[src/rtl/glzw_ram.sv]
// Generic single-write, single-read RAM with registered read data.
module glzw_ram #(
    parameter int WIDTH = 8,
    parameter int DEPTH = 256
) (
    input  logic                     i_clk,
    input  logic                     i_we,
    input  logic [$clog2(DEPTH)-1:0] i_waddr,
    input  logic [WIDTH-1:0]         i_wdata,
    input  logic [$clog2(DEPTH)-1:0] i_raddr,
    output logic [WIDTH-1:0]         o_rdata
);

    logic [WIDTH-1:0] r_mem [DEPTH];
    logic [WIDTH-1:0] r_rdata;

    always_ff @(posedge i_clk) begin
        if (i_we) begin
            r_mem[i_waddr] <= i_wdata;
        end
        r_rdata <= r_mem[i_raddr];
    end

    assign o_rdata = r_rdata;

endmodule

[config.mk]
export PLATFORM = sky130hd
export DESIGN_NAME = glzw_ram
export DESIGN_NICKNAME = d
export VERILOG_FILES = /design/src/rtl/glzw_ram.sv
export SDC_FILE = /design/constraint.sdc
export NUM_CORES = 2
export LEC_CHECK = 0
export ABC_AREA = 1
export BUFFER_PORTS_ARGS = -buffer_cell sky130_fd_sc_hd__buf_2
export CAP_MARGIN = 20
export CORE_MARGIN = 2
export CORE_UTILIZATION = 45
export CTS_BUF_LIST = sky130_fd_sc_hd__clkbuf_16
export DETAILED_ROUTE_END_ITERATION = 10
export GPL_ROUTABILITY_DRIVEN = 0
export SYNTH_ARGS = -nofsm -noshare
export SYNTH_HDL_FRONTEND = slang
export SYNTH_SLANG_ARGS = --single-unit
[constraint.sdc]
create_clock -name i_clk -period 1.5 [get_ports i_clk]
set_input_delay 0.15 -clock i_clk [delete_from_list [all_inputs] [get_ports i_clk]]
set_output_delay 0.15 -clock i_clk [all_outputs]
set_load 0.005 [all_outputs]
After elaboration in Yosys (flattened, before gate mapping)

Memories as Yosys holds them, arrays and structs flattened. A register that Yosys moved wholly into a read port is not among the register bits.
Index checks and enable logic that the tools add are counted.

Register bits: 0
Memory bits (writable): 2048
Output and inout bits: 8
Logic and storage cells: 3
Memories kept: 1

Memories:

| memory | words | width | rd ports | clocked after Yosys merged registers in | wr ports | RTL line | RTL |
|---|---|---|---|---|---|---|---|
| r_mem  | 256   | 8     | 1        | 1                                       | 1        | 14       | `logic [WIDTH-1:0] r_mem [DEPTH];` |

Mux-type cells: 2

Operator list:

| kind             | number |
|---|---|
| 1-bit 2-to-1 mux | 2 |

Depth between registers and ports, before layout

Word-level depth: 2
Depth in mapped cells: 15
Gate-level depth less buffers: 11

Worst setup path after synthesis

Ideal clock, no wire load.

Kind: input port to flip-flop
Start: in i_we
End: mem r_mem[162][0], enable pin
Setup time: 370 ps
Arrival time: 1271 ps
Data required time: 1130 ps
Slack: -141 ps
Stages on the path: 4
Path buffers: 2
Path through: clkbuf_1 -> nand3_1 -> clkbuf_1 -> nor2_1

Longest elaborated chain between the ends: 2

Ends and longest elaborated chain:

| element                                | RTL line | RTL |
|---|---|---|
| from (decl)                            | 7        | `input logic i_we,` |
| 1-bit 2-to-1 mux                       | 18       | `if (i_we) begin` |
| 1-bit 2-to-1 mux (implied by the code) | 19       | `r_mem[i_waddr] <= i_wdata;` |
| to (decl)                              | 14       |  |

Every way passes these cells.

Worst setup path after layout

Start: reg r_rdata[2], in the netlist o_rdata[2], read port of r_mem
End: out o_rdata[2]

RTL lines:

| element     | RTL line | RTL |
|---|---|---|
| from (decl) | 15       | `logic [WIDTH-1:0] r_rdata;` |
| to (decl)   | 11       | `output logic [WIDTH-1:0] o_rdata` |

No word-level cell between the ends.

==> metrics.cfg <==
[place]
io_buffers = 33
hpwl_um = 152000
pre_cts_ws_ns = -1.05
placed_area_mm2 = 0.0930
placed_cells = 9786

[critical_path]
crit_cells = 1
worstPathMaxFanout = 1
cpPeakStageDelay_ns = 0.43
crit_path_cell_trace = buf_6
startpoint = o_rdata[2]
rrSetupSlack_ns = -0.05
crit_family = flip-flops
reg2regPathDepth = 10
critPathKind = flop to primary output
timing.rr.start = r_mem[71][6]
crit_end = o_rdata[2]
startpoint_type = flop
r2r_end = o_rdata[6]
worst_path_max_delay_cell = dfxtp_4
worstPathArrival_ns = 1.43
critPathCaptureType = primary output
worstPathRequired_ns = 1.35
path_buf_inv = 1

[clock_network]
clk_latency_ns = 0.85
cts_buffers = 205
htree_levels = 4
cts_tree = done
cts.path.max_buffers = 3
cts.sinks = 2056
clk_pin_slew_worst_paths_ns = 0.06
root_buffer = clkbuf_16

[run]
drv_cap = 0

[yosys]
yosysSeqAreaShare_pct = 73.9
yosysWarnings = 0
postSynthAreaPerCell_um2 = 11.9
ys_ff_latch = 2056
syn-cell-area_mm2 = 0.0834
syn_nets = 7029
netlist_instances = 7003
synth_cell_types = 14

[die]
die_h_um = 434
io_pins = 34
start_util_pct = 45.1
dieWidth_um = 434
die-area_mm2 = 0.189
num_rows = 158
coreArea_mm2 = 0.185

[layout]
drive_gt1_share_pct = 19.8
syn2layout_area_growth_pct = 22.2
final_cells = 10200
nNetsFinal = 7547
finalInstanceArea_mm2 = 0.102

[timing]
rsz0062_at_grt = yes
finalHoldViolations = 0
finalSetupViolCount = 9
tightest_slew_ns = 0.598
maxSlewViolCount = 0
whs_ns = 0.0729
period_share_pct = 105
fmax_ghz = 0.635
max-slew-margin-rel_pct = 60.2
setup_ws_ns = -0.0753
fin_skew_ns = 0.0403
min_period_ns = 1.58

[detailed_routing]
vias = 57000
first_iter_violations = 6875
drc = 0
vias_per_cell = 5.60
ant_nets = 0
dr.pass1.iters = 5
wl_per_cell_um = 24.1
wirelength_um = 245000

[global_route]
track_usage_pct = 25.8
grt_pass1_vias = 54500
grt_first_pass_wirelength_um = 359000
grt_max_degree = 78
antenna_found_initial = 11
grt_overflow = 0

[run_status]
failed_checks = negative setup slack
status = finished, violations left

[power]
leakage_nw = 36.7
ir_drop_uv = 1010
p_per_area_mw_per_mm2 = 1210

[min_path]
min_path_type = input port to flop

kinds of logic (layout without fill, tap and decap cells):
group,after synthesis,in the layout,share of synthesized area (%)
AND/OR/NAND/NOR,4425,4425,22.9
flip-flops,2056,2056,73.9
buffers and inverters,522,1212,3.12
other,0,2,0
layer usage:
metal  vias to the layer above  wire (µm)  global-route usage [%]
met3                       439      19700                    3.85
li1                      25900          -                       -
met1                     28100     100000                    36.0
met4                         4       8790                    9.24
met5                         -         33                       0
met2                      2487     116000                    41.2
worst min-delay path, cell delays in order:
cell and delay, ns:
buf_2 0.11, buf_12 0.15, nand2_1 0.11, nor2_1 0.05, buf_4 0.18
report_power, final:
part	internal, mW	switching [mW]
registers	63.3	0.107
clock network	28.6	22.1
logic	2.89	6.27
total	94.8	28.5
worst min path at each step:
stage / start / slack [ns] / endpoint / cells past startpoint
finish: i_we / 0.07 / r_mem[184][3] / 5
global placement: i_wdata[4] / 0.52 / r_mem[219][4] / 1
global route: i_raddr[5] / 0.07 / o_rdata[3] / 8
detailed placement: i_wdata[4] / 0.52 / r_mem[219][4] / 1
CTS: i_we / 0.0006 / r_mem[184][3] / 5
floorplan: i_wdata[0] / 0.25 / r_mem[0][0] / 0
final cells by class:
class | instances | area, µm²
antenna | 2 | 5.00
clock buffer | 208 | 5200
timing repair buffer | 794 | 8780
tap | 2480 | 3100
clock inverter | 171 | 1460
fill | 15100 | 82900
sequential | 2056 | 61700
inverter | 39 | 180
multi-input combinational | 4425 | 21500
timing repair:
action	in CTS	in global routing
hold buffers	10	0
hold endpoints to repair	1780	0
gates resized for setup	247	171
pin swaps	35	62
setup buffers	0	0
setup endpoints to repair	16	16
sequential cells by signal, summed over array words and instances, names as in the netlist:
register	flops
r_mem	2048
o_rdata	8
Yosys cell counts:
cell,number,area (µm²)
inv_4,1,6.26
buf_8,1,15.0
dfxtp_1,8,160
buf_2,268,1340
clkbuf_1,112,420
nand2_1,2123,7970
buf_4,46,345
inv_1,36,135
buf_6,16,180
nor2_1,283,1060
nand3_1,2019,10100
buf_1,40,150
edfxtp_1,2048,61500
inv_2,2,7.51
metrics by stage:
| stage | utilization, % | TNS [ns] | total power [mW] |
|---|---|---|---|
| 4_1_cts | 54.6 | -0.685 | 124 |
| 5_1_grt | 55.1 | -0.903 | 127 |
| 2_1_floorplan | - | -71.39 | 68.5 |
| 3_3_place_gp | 50.3 | -169.82 | 73.0 |
| 6_report | 55.1 | -0.241 | 123 |
| 3_5_place_dp | 50.3 | -184.58 | 73.0 |
cells in the final DEF, fill, tap and decap left out, drive strengths merged:
cell type / n
clkbuf: 208
clkinvlp: 7
nand2: 2123
dfxtp: 8
nor2: 283
dlygate4sd3: 10
diode: 2
clkinv: 85
inv: 98
bufinv: 20
buf: 784
nand3: 2019
edfxtp: 2048
Note: power is estimated with default switching activity, not from simulation.
